==> config.mk <==
export PLATFORM = sky130hd
export DESIGN_NAME = row_top_k_select_unit
export DESIGN_NICKNAME = d
export VERILOG_FILES = /design/src/rtl/core/rtks_pkg.sv /design/src/rtl/core/row_top_k_select_unit.sv /design/src/rtl/core/rtks_list.sv /design/src/rtl/core/rtks_emit.sv
export SDC_FILE = /design/constraint.sdc
export NUM_CORES = 2
export LEC_CHECK = 0
export ABC_AREA = 1
export BUFFER_PORTS_ARGS = -buffer_cell sky130_fd_sc_hd__buf_2
export CORE_ASPECT_RATIO = 1.5
export CORE_MARGIN = 8
export CORE_UTILIZATION = 40
export DETAILED_ROUTE_END_ITERATION = 8
export PLACE_DENSITY = 0.56
export SLEW_MARGIN = 20
export SYNTH_ARGS = -nofsm -noshare
export SYNTH_HDL_FRONTEND = slang
export SYNTH_SLANG_ARGS = --single-unit
==> constraint.sdc <==
create_clock -name clk -period 7.7 [get_ports clk]
set_input_delay 2.31 -clock clk [delete_from_list [all_inputs] [get_ports clk]]
set_output_delay 2.31 -clock clk [all_outputs]
set_load 0.02 [all_outputs]
==> src/rtl/core/rtks_pkg.sv <==
// Package for the row top-k selection unit: constants, payload structs, rank key.
// No dependencies.
package rtks_pkg;
  localparam int MaxK = 8;
  localparam int MaxColumns = 256;
  localparam int CountW = 4;
  localparam int ScoreW = 32;
  localparam int ColW = 8;

  typedef struct packed {
    logic [ScoreW-1:0] score_bits;
    logic              row_end;
  } in_item_t;

  typedef struct packed {
    logic [ScoreW-1:0] top_value;
    logic [ColW-1:0]   top_column;
    logic              final_of_row;
  } out_item_t;

  // Monotone rank key: NaN is zero, numbers map above it in value order.
  function automatic logic [32:0] rank_key(input logic [31:0] bits);
    logic [30:0] mag;
    mag = bits[30:0];
    if (mag > 31'h7F800000) begin
      rank_key = 33'd0;
    end else if (bits[31] && (mag != 31'd0)) begin
      rank_key = 33'h080000000 - {2'b00, mag};
    end else begin
      rank_key = 33'h080000000 + {2'b00, mag};
    end
  endfunction
endpackage

==> src/rtl/core/row_top_k_select_unit.sv <==
// Top level of the row top-k selection unit.
// Depends on rtks_pkg, rtks_list and rtks_emit.
//
// The unit takes one fp32 score per transfer and keeps, for the current row, a
// sorted list of the k highest scores (k from cfg top_count, 0 acting as 1 and
// values above MAX_K as MAX_K) with their columns. Ranking is descending by
// value with ties broken by lower column; the two zeros are equal and any NaN
// ranks below every number. Scores are accepted one per cycle: the insertion
// compares the new score with all list entries at once. On the score marked
// row_end the finished list is copied into a result buffer and transferred out
// in rank order, one result per cycle while out_ready is high, the last marked
// final_of_row; the next row streams in meanwhile. A following row end is held
// off only while the previous row's results are still draining, so rows of at
// least k scores run at full rate while out_ready stays high. Scores beyond
// MAX_COLUMNS in a row are ignored, though their row_end mark still closes the
// row. There is no clearing pass after reset.
module row_top_k_select_unit #(
  parameter int MAX_K = rtks_pkg::MaxK,
  parameter int MAX_COLUMNS = rtks_pkg::MaxColumns
) (
  input  logic                        clk,
  input  logic                        rst_n,
  input  logic                        in_valid,
  output logic                        in_ready,
  input  rtks_pkg::in_item_t          in_item,
  output logic                        out_valid,
  input  logic                        out_ready,
  output rtks_pkg::out_item_t         out_item,
  input  logic                        cfg_we,
  input  logic [rtks_pkg::CountW-1:0] cfg_data
);
  logic [rtks_pkg::CountW-1:0] top_count_r;
  logic [rtks_pkg::ScoreW-1:0] snap_values [MAX_K];
  logic [rtks_pkg::ColW-1:0]   snap_columns [MAX_K];
  logic [$clog2(MAX_K+1)-1:0]  snap_count;
  logic                        busy, step;

  always_ff @(posedge clk) begin
    if (!rst_n) begin
      top_count_r <= rtks_pkg::CountW'(1);
    end else if (cfg_we) begin
      top_count_r <= cfg_data;
    end
  end

  // Ordinary scores always go in; a row end waits for a free result buffer.
  assign in_ready = !(in_item.row_end && busy);
  assign step     = in_valid && in_ready;

  rtks_list #(.MAX_K(MAX_K), .MAX_COLUMNS(MAX_COLUMNS)) u_list (
    .clk(clk), .rst_n(rst_n), .step(step), .item(in_item), .top_count(top_count_r),
    .snap_values(snap_values), .snap_columns(snap_columns), .snap_count(snap_count)
  );

  rtks_emit #(.MAX_K(MAX_K)) u_emit (
    .clk(clk), .rst_n(rst_n), .load(step && in_item.row_end),
    .ld_values(snap_values), .ld_columns(snap_columns), .ld_count(snap_count),
    .busy(busy), .out_valid(out_valid), .out_ready(out_ready), .out_item(out_item)
  );
endmodule

==> src/rtl/core/rtks_list.sv <==
// Sorted list of the k best scores of the current row, one insertion per cycle while step is high.
// Depends on rtks_pkg.
module rtks_list #(
  parameter int MAX_K = rtks_pkg::MaxK,
  parameter int MAX_COLUMNS = rtks_pkg::MaxColumns
) (
  input  logic                        clk,
  input  logic                        rst_n,
  input  logic                        step,
  input  rtks_pkg::in_item_t          item,
  input  logic [rtks_pkg::CountW-1:0] top_count,
  output logic [rtks_pkg::ScoreW-1:0] snap_values [MAX_K],
  output logic [rtks_pkg::ColW-1:0]   snap_columns [MAX_K],
  output logic [$clog2(MAX_K+1)-1:0]  snap_count
);
  localparam int NW = $clog2(MAX_K + 1);
  localparam int CW = $clog2(MAX_COLUMNS + 1);

  logic [rtks_pkg::ScoreW-1:0] val_r [MAX_K];
  logic [rtks_pkg::ColW-1:0]   col_r [MAX_K];
  logic [NW-1:0]               cnt_r, cnt_nxt;
  logic [CW-1:0]               colc_r, colc_nxt;
  logic [NW-1:0]               k_eff, n_cur;
  logic [MAX_K-1:0]            ge;
  logic [32:0]                 key;
  logic                        take;

  always_comb begin
    if (top_count == '0) begin
      k_eff = NW'(1);
    end else if (32'(top_count) > MAX_K) begin
      k_eff = NW'(MAX_K);
    end else begin
      k_eff = NW'(top_count);
    end
    n_cur = (cnt_r < k_eff) ? cnt_r : k_eff;
    take  = (32'(colc_r) < MAX_COLUMNS);
    key   = rtks_pkg::rank_key(item.score_bits);
  end

  // Entry i stays ahead of the new score when it is valid and ranks at least as high.
  for (genvar i = 0; i < MAX_K; i++) begin : g_cmp
    assign ge[i] = (NW'(i) < n_cur) && (rtks_pkg::rank_key(val_r[i]) >= key);
  end

  always_comb begin
    cnt_nxt  = n_cur;
    colc_nxt = colc_r;
    if (take) begin
      if (n_cur < k_eff) cnt_nxt = n_cur + NW'(1);
      colc_nxt = colc_r + CW'(1);
    end
    if (item.row_end) begin
      cnt_nxt  = '0;
      colc_nxt = '0;
    end
  end

  always_ff @(posedge clk) begin
    if (!rst_n) begin
      cnt_r  <= '0;
      colc_r <= '0;
    end else if (step) begin
      cnt_r  <= cnt_nxt;
      colc_r <= colc_nxt;
    end
  end

  // Since ge is a prefix, entry i takes the new score at the insertion point,
  // its predecessor below it, and is kept otherwise.
  for (genvar i = 0; i < MAX_K; i++) begin : g_ent
    always_ff @(posedge clk) begin
      if (step && take && (NW'(i) < k_eff) && !ge[i]) begin
        if (i == 0 || ge[(i == 0) ? 0 : i-1]) begin
          val_r[i] <= item.score_bits;
          col_r[i] <= rtks_pkg::ColW'(colc_r);
        end else begin
          val_r[i] <= val_r[(i == 0) ? 0 : i-1];
          col_r[i] <= col_r[(i == 0) ? 0 : i-1];
        end
      end
    end
  end

  // Row contents after this step, for the emitter.
  always_comb begin
    for (int i = 0; i < MAX_K; i++) begin
      snap_values[i]  = val_r[i];
      snap_columns[i] = col_r[i];
      if (take && (NW'(i) < k_eff) && !ge[i]) begin
        if (i == 0 || ge[(i == 0) ? 0 : i-1]) begin
          snap_values[i]  = item.score_bits;
          snap_columns[i] = rtks_pkg::ColW'(colc_r);
        end else begin
          snap_values[i]  = val_r[(i == 0) ? 0 : i-1];
          snap_columns[i] = col_r[(i == 0) ? 0 : i-1];
        end
      end
    end
    snap_count = (take && (n_cur < k_eff)) ? n_cur + NW'(1) : n_cur;
  end
endmodule

==> src/rtl/core/rtks_emit.sv <==
// Result buffer: holds a finished row and transfers it one result per cycle while out_ready is high.
// Depends on rtks_pkg.
module rtks_emit #(
  parameter int MAX_K = rtks_pkg::MaxK
) (
  input  logic                        clk,
  input  logic                        rst_n,
  input  logic                        load,
  input  logic [rtks_pkg::ScoreW-1:0] ld_values [MAX_K],
  input  logic [rtks_pkg::ColW-1:0]   ld_columns [MAX_K],
  input  logic [$clog2(MAX_K+1)-1:0]  ld_count,
  output logic                        busy,
  output logic                        out_valid,
  input  logic                        out_ready,
  output rtks_pkg::out_item_t         out_item
);
  localparam int NW = $clog2(MAX_K + 1);
  localparam int IW = (MAX_K > 1) ? $clog2(MAX_K) : 1;

  logic [rtks_pkg::ScoreW-1:0] val_r [MAX_K];
  logic [rtks_pkg::ColW-1:0]   col_r [MAX_K];
  logic [NW-1:0]               left_r;
  logic [IW-1:0]               idx_r;

  assign out_valid = (left_r != '0);
  // Busy until the last result of the row is leaving.
  assign busy = out_valid && !(out_ready && left_r == NW'(1));
  assign out_item.top_value    = val_r[idx_r];
  assign out_item.top_column   = col_r[idx_r];
  assign out_item.final_of_row = (left_r == NW'(1));

  always_ff @(posedge clk) begin
    if (!rst_n) begin
      left_r <= '0;
      idx_r  <= '0;
    end else if (load) begin
      left_r <= ld_count;
      idx_r  <= '0;
    end else if (out_valid && out_ready) begin
      left_r <= left_r - NW'(1);
      idx_r  <= idx_r + IW'(1);
    end
  end

  always_ff @(posedge clk) begin
    if (load) begin
      val_r <= ld_values;
      col_r <= ld_columns;
    end
  end
endmodule

* Word-level counts from Yosys, hierarchy flattened
Memories as Yosys holds them, arrays and structs flattened.
Cells that the tools add are included.
** Operators by class
- Add/subtract/negate cells :: 22
- Magnitude comparators :: 38
- Equality and inequality tests :: 1
- Multiplexer cells :: 123
- Bitwise logic cells :: 16
- Reductions and logical operators :: 82
** Operators with widths (number)
- $mux 32 :: 24
- $mux 33 :: 18
- $add 32x31->33 const A :: 9
- $sub 32x31->33 const A :: 9
- $gt 31x31->1 const B :: 9
- $reduce_bool 31->1 :: 9
- $ge 33x33->1 :: 8
- $mux 8 :: 24
- $bmux 32 s3 :: 1
- $logic_and 1x1->1 :: 57
- $mux 1 :: 44
- $mux 4 :: 9
- $lt 3x4->1 const A :: 8
- $bmux 8 s3 :: 1
- $mux 9 :: 2
- $lt 1x4->1 const A :: 4
- $lt 2x4->1 const A :: 4
- $or 1x1->1 :: 14
- $logic_not 1->1 :: 10
- $add 9x1->9 const B :: 1
- $lt 9x9->1 const B :: 1
- $lt 4x4->1 :: 2
- $add 4x1->4 const B :: 1
- $eq 4x1->1 const B :: 1
- 11 further kinds :: 12
** Storage, ports and cells
- Register bits after elaboration :: 344
- Bits in writable memories :: 320
- Bits of input ports :: 42
- Output and inout port bits :: 43
- Word-level logic and storage cells :: 305
- Memories :: 2
** Memory list
- u_list.val_r :: words 8, width 32, rd ports 8, clocked after memory_dff 0, write ports 8, line rtks_list.sv:19 : logic [rtks_pkg::ScoreW-1:0] val_r [MAX_K];
- u_list.col_r :: words 8, width 8, rd ports 8, clocked after memory_dff 0, write ports 8, line rtks_list.sv:20 : logic [rtks_pkg::ColW-1:0] col_r [MAX_K];

* Depth between registers and ports, before layout
- Depth in word-level cells :: 13
- Depth in mapped cells :: 33
- Gate-level depth less buffers :: 29

* Cells and area by module
A second synthesis with hierarchy kept.
** Second synthesis, totals
- Cell total of the unflattened synthesis :: 6663
- Area total of the unflattened synthesis :: 48949.4 µm²
** By module, submodules not included
- rtks_list :: instances 1, cells an instance 5667, area each 36007.0 µm²
- rtks_emit :: instances 1, cells an instance 968, area each 12752.2 µm²
- row_top_k_select_unit :: instances 1, cells an instance 28, area each 190.2 µm²

* Worst setup path after synthesis
OpenSTA, ideal clock, no wires.
- Path kind :: input-to-reg
- Start point :: input port in_item[2] (netlist name)
- End point :: memory u_list.col_r[1][24] (netlist name) (enable)
- Arrival :: 7.863 ns
- Required time :: 7.262 ns
- Setup slack :: -0.601 ns
- Stages on the path :: 30
- Path buffers :: 5
- Cells stage by stage :: clkbuf_1 -> inv_1 -> clkbuf_1 -> ha_1 -> inv_1 -> nor3_4 -> nand4_1 -> nor2_1 -> nand2_1 -> inv_1 -> nand4_2 -> nor2_2 -> inv_2 -> nand2_4 -> inv_2 -> buf_6 -> a21oi_1 -> o21ai_0 -> ha_1 -> a21oi_1 -> nor2_1 -> a211oi_1 -> o21ai_0 -> a21oi_1 -> nand4_1 -> nand2_1 -> nand3_1 -> buf_2 -> buf_1 -> nor2_1
** RTL lines
- start, declared :: line row_top_k_select_unit.sv:25 : input rtks_pkg::in_item_t in_item,
- end, declared :: line rtks_list.sv:20

==> metrics.md <==
| Metric | Value |
|---|---|
| Max Clk Rate | `between 100 and 150 MHz` |
| Initial antenna violation count | `8` |
| EDFF count, synth | `640` |
| WL final | `between 200 and 250 mm` |
| Worst VDD drop | `~0.20 mV` |
| Clock tree from TritonCTS | `yes` |
| Synth area leader | `edfxtp_1` |
| Die area | `between 100000 and 150000 µm²` |
| Maxcap violations | `0` |
| Crit path setup slack, layout | `0.100 ns` |
| Vias per cell | `5.75` |
| Post-Syn Area per Cell | `7.31 µm²` |
| Vias in the first global route | `47.2k` |
| Deepest clock path buffer count | `3` |
| Status | `complete, no violations` |
| Starting density of the core | `between 40 and 50%` |
| Initial DRC Count | `5046` |
| Asr flop ratio synth | `0%` |
| Total number of vias | `about 50k` |
| Skew-Pair Late Insertion Delay | `about 0.70 ns` |
| Nets | `~7.3k` |
| Clock Sinks | `664` |
| Pre-CTS setup slack | `-0.540 ns` |
| Min-delay worst type | `flip-flop to flip-flop` |
| Dominant synthesized flop cell | `edfxtp_1` |
| Slew margin rel. | `between 30% and 40%` |
| RSZ-0062 raised after global routing | `false` |
| Synthesized area | `~49000 µm²` |
| Synth Net Count | `roughly 7.0k` |
| Ranking of synthesized cells by area | `edfxtp_1 (39%), nand2_1 (14%), o21ai_0 (7.1%), ha_1 (7.0%), nor2_1 (5.1%)` |
| Routed length per placed instance | `24.2 µm` |
| GRT Resource Usage Total | `between 30% and 40%` |
| Layout cell share with drive strength beyond 1 | `11.2%` |
| Core area | `~120000 µm²` |
| CTS Buf Count | `75` |
| Final Skew | `about 0.038 ns` |
| PortBufs | `between 80 and 90` |
| CP max FO | `50` |
| Final Power | `roughly 14 mW` |
| Final Setup Violations | `0` |
| Row cnt | `around 160` |
| Post-cts hold buffer count | `0` |
| CP arrival | `8.04 ns` |
| Hold Violations, Final | `0` |
| Ratio of final minimum period to clock period | `between 90% and 100%` |
| Most frequent cells in the layout | `nand2_1 (1896), o21ai_0 (697), nor2_1 (663)` |
| Die Y | `445 µm` |
| # IOs | `between 80 and 90` |
| Yosys reg bits | `664` |
| Fillers | `about 12k` |
| Clock slew at reported path FFs | `roughly 0.060 ns` |
| Worst reg-to-reg path cell count | `22` |
| Library cells used by synthesis | `51` |
| Final slew viol count | `0` |
| Routed Antenna Nets | `0` |
| Post-CTS resize count | `0` |
| Register area share after synthesis | `between 40% and 50%` |
| Worst slew pin tran | `between 0.9 and 1 ns` |
| Largest net degree at the start of global routing | `95` |
| DRC violations left | `0` |
| Mapped Cells | `~6.7k` |
| Global-route wire length before repair | `between 300 and 400 mm` |
| Grt total ovfl | `0` |
| YS warnings | `0` |
| Post-route minimum period | `approximately 7.6 ns` |
| Startpoint Class | `input port` |
| Kind of critical path | `input port to flip-flop` |
| Setup Fix Bufs, Post-CTS | `0` |
| Final RePlAce weighted congestion | `slightly below 1` |
| Most common cell after layout, fill and taps aside | `nand2_1` |
| Clock Root Buffer | `clkbuf_16` |
| CP required | `~8.1 ns` |
| Die Wd | `around 300 µm` |
| Hold Path Cell Cnt | `2` |
| H-tree Lvls | `3` |
| Initial DRT Pass Iterations | `8` |
| P_leak | `roughly 25 nW` |
| DP Wirelength | `165 mm` |
| Pwr dens | `approximately 250 nW/µm²` |
| Top cell type's share of synthesized area | `39.1%` |
| CP endpoint kind | `flip-flop` |
| Area grow syn2layout | `15.5%` |
-- Yosys cell counts (3+ instances only) --
cell      number
xor2_1         8
nor3_2        13
clkbuf_1     205
buf_4         10
nor2_1       673
o211ai_1       6
nor2_2        17
clkinv_1      24
nor3_4         4
nor3_1       145
inv_1        470
a31oi_1       55
a211oi_1      12
o21ai_1      151
nor4_1        60
o21bai_1       4
nand2_4        5
dfxtp_1       24
edfxtp_1     640
nor4_2         5
inv_2         21
o31ai_1        7
o211a_1        3
nand2_1     1899
nand3_1      364
buf_1         23
buf_6          7
nand3_2       10
o21ai_0      697
buf_2        155
or2_2          3
and3_1         5
nand3b_1      12
nand2_2       14
o21ai_2        3
ha_1         276
nand4_1      269
a21oi_1      342
o22ai_1       40
nor3b_1       17
o21a_1        16
-- critical path, stage by stage --
cell and delay, ns:
buf_2 0.10, inv_1 0.07, ha_1 0.31, inv_1 0.13
nor3_4 0.16, nand4_1 0.18, nor2_1 0.21, nand2_1 0.16
nor2_1 0.26, nand4_1 0.25, nor3_1 0.19, nand3_1 0.09
nand3_1 0.07, o211ai_1 0.09, buf_4 0.23, buf_4 0.17
ha_1 0.31, nand2_1 0.06, nor2_1 0.14, nand4_1 0.15
nor4_1 0.78, nand4_1 0.51, nand4_1 0.36, nand2_4 0.17
nand3_2 0.17, buf_12 0.22, o21ai_1 0.10
-- where the power goes --
part	switching (mW)	internal, mW	leakage (nW)	total [mW]
Sequential	0.442	4.65	6.17	5.10
Combinational	3.37	1.65	17.6	5.02
Clock	1.63	2.23	1.24	3.86
-- layout make-up --
cell class / instances / area [µm²] / area share [%]
Multi-Input combinational cell: 5150 / 25900 / 45.6
Sequential cell: 664 / 19700 / 34.7
Timing Repair Buffer: 548 / 4700 / 8.28
Clock buffer: 94 / 2050 / 3.61
Tap cell: 1590 / 1990 / 3.50
Inverter: 515 / 1940 / 3.42
Clock inverter: 42 / 488 / 0.859
Antenna cell: 1 / 2.50 / 0.00441
-- path summary, 6_finish.rpt --
path	startpoint	endpoint	slack [ns]
worst max register to register	u_list.val_r[0][64]	u_list.val_r[0][100]	1.16
worst min register to register	u_list.cnt_r[0]	u_list.cnt_r[0]	0.49
worst min-delay path	u_list.cnt_r[0]	u_list.cnt_r[0]	0.49
worst max-delay path	in_item[1]	u_list.val_r[0][100]	0.10
-- sequential cells by signal, indices dropped and copies added, names as in the netlist --
register and flops:
u_emit.col_r 64, top_count_r 4, u_list.col_r 64, u_emit.idx_r 3, u_list.cnt_r 4, u_emit.left_r 4, u_list.val_r 256, u_list.colc_r 9
u_emit.val_r 256
-- per-stage QoR --
stage | hold slack (ns) | instance area, µm² | setup TNS (ns) | util [%] | instances
after floorplan | 0.406 | 49200 | 0 | - | 6730
after global placement | 0.470 | 54300 | -169.78 | 44.5 | 8467
after detailed placement | 0.476 | 54300 | -145.60 | 44.5 | 8467
after CTS | 0.486 | 56800 | 0 | 46.6 | 8603
after global routing | 0.545 | 56800 | 0 | 46.6 | 8604
final | 0.489 | 56800 | 0 | 46.6 | 8604
-- per-layer routing --
metal / part of all wire, % / wire, µm / vias to the layer above / track usage [%]
met4: 4.6 / 9520 / 2 / 13.0
met3: 7.2 / 14900 / 418 / 3.47
li1: - / - / 23600 / -
met2: 48 / 99600 / 2169 / 51.3
met5: 0.0058 / 12 / - / 0
met1: 40 / 84200 / 23300 / 38.3
-- cells by family after synthesis --
kind of cell	after synthesis	share of synthesized area, %
AOI/OAI and AO/OA	1343	14.2
DFF	664	40.1
adders and majority gates	276	7.02
xor gates and xnor gates	10	0.178
and+or+nand+nor	3521	30.9
buffers and inverters	916	7.57
Note: power is estimated with default switching activity, not from simulation.
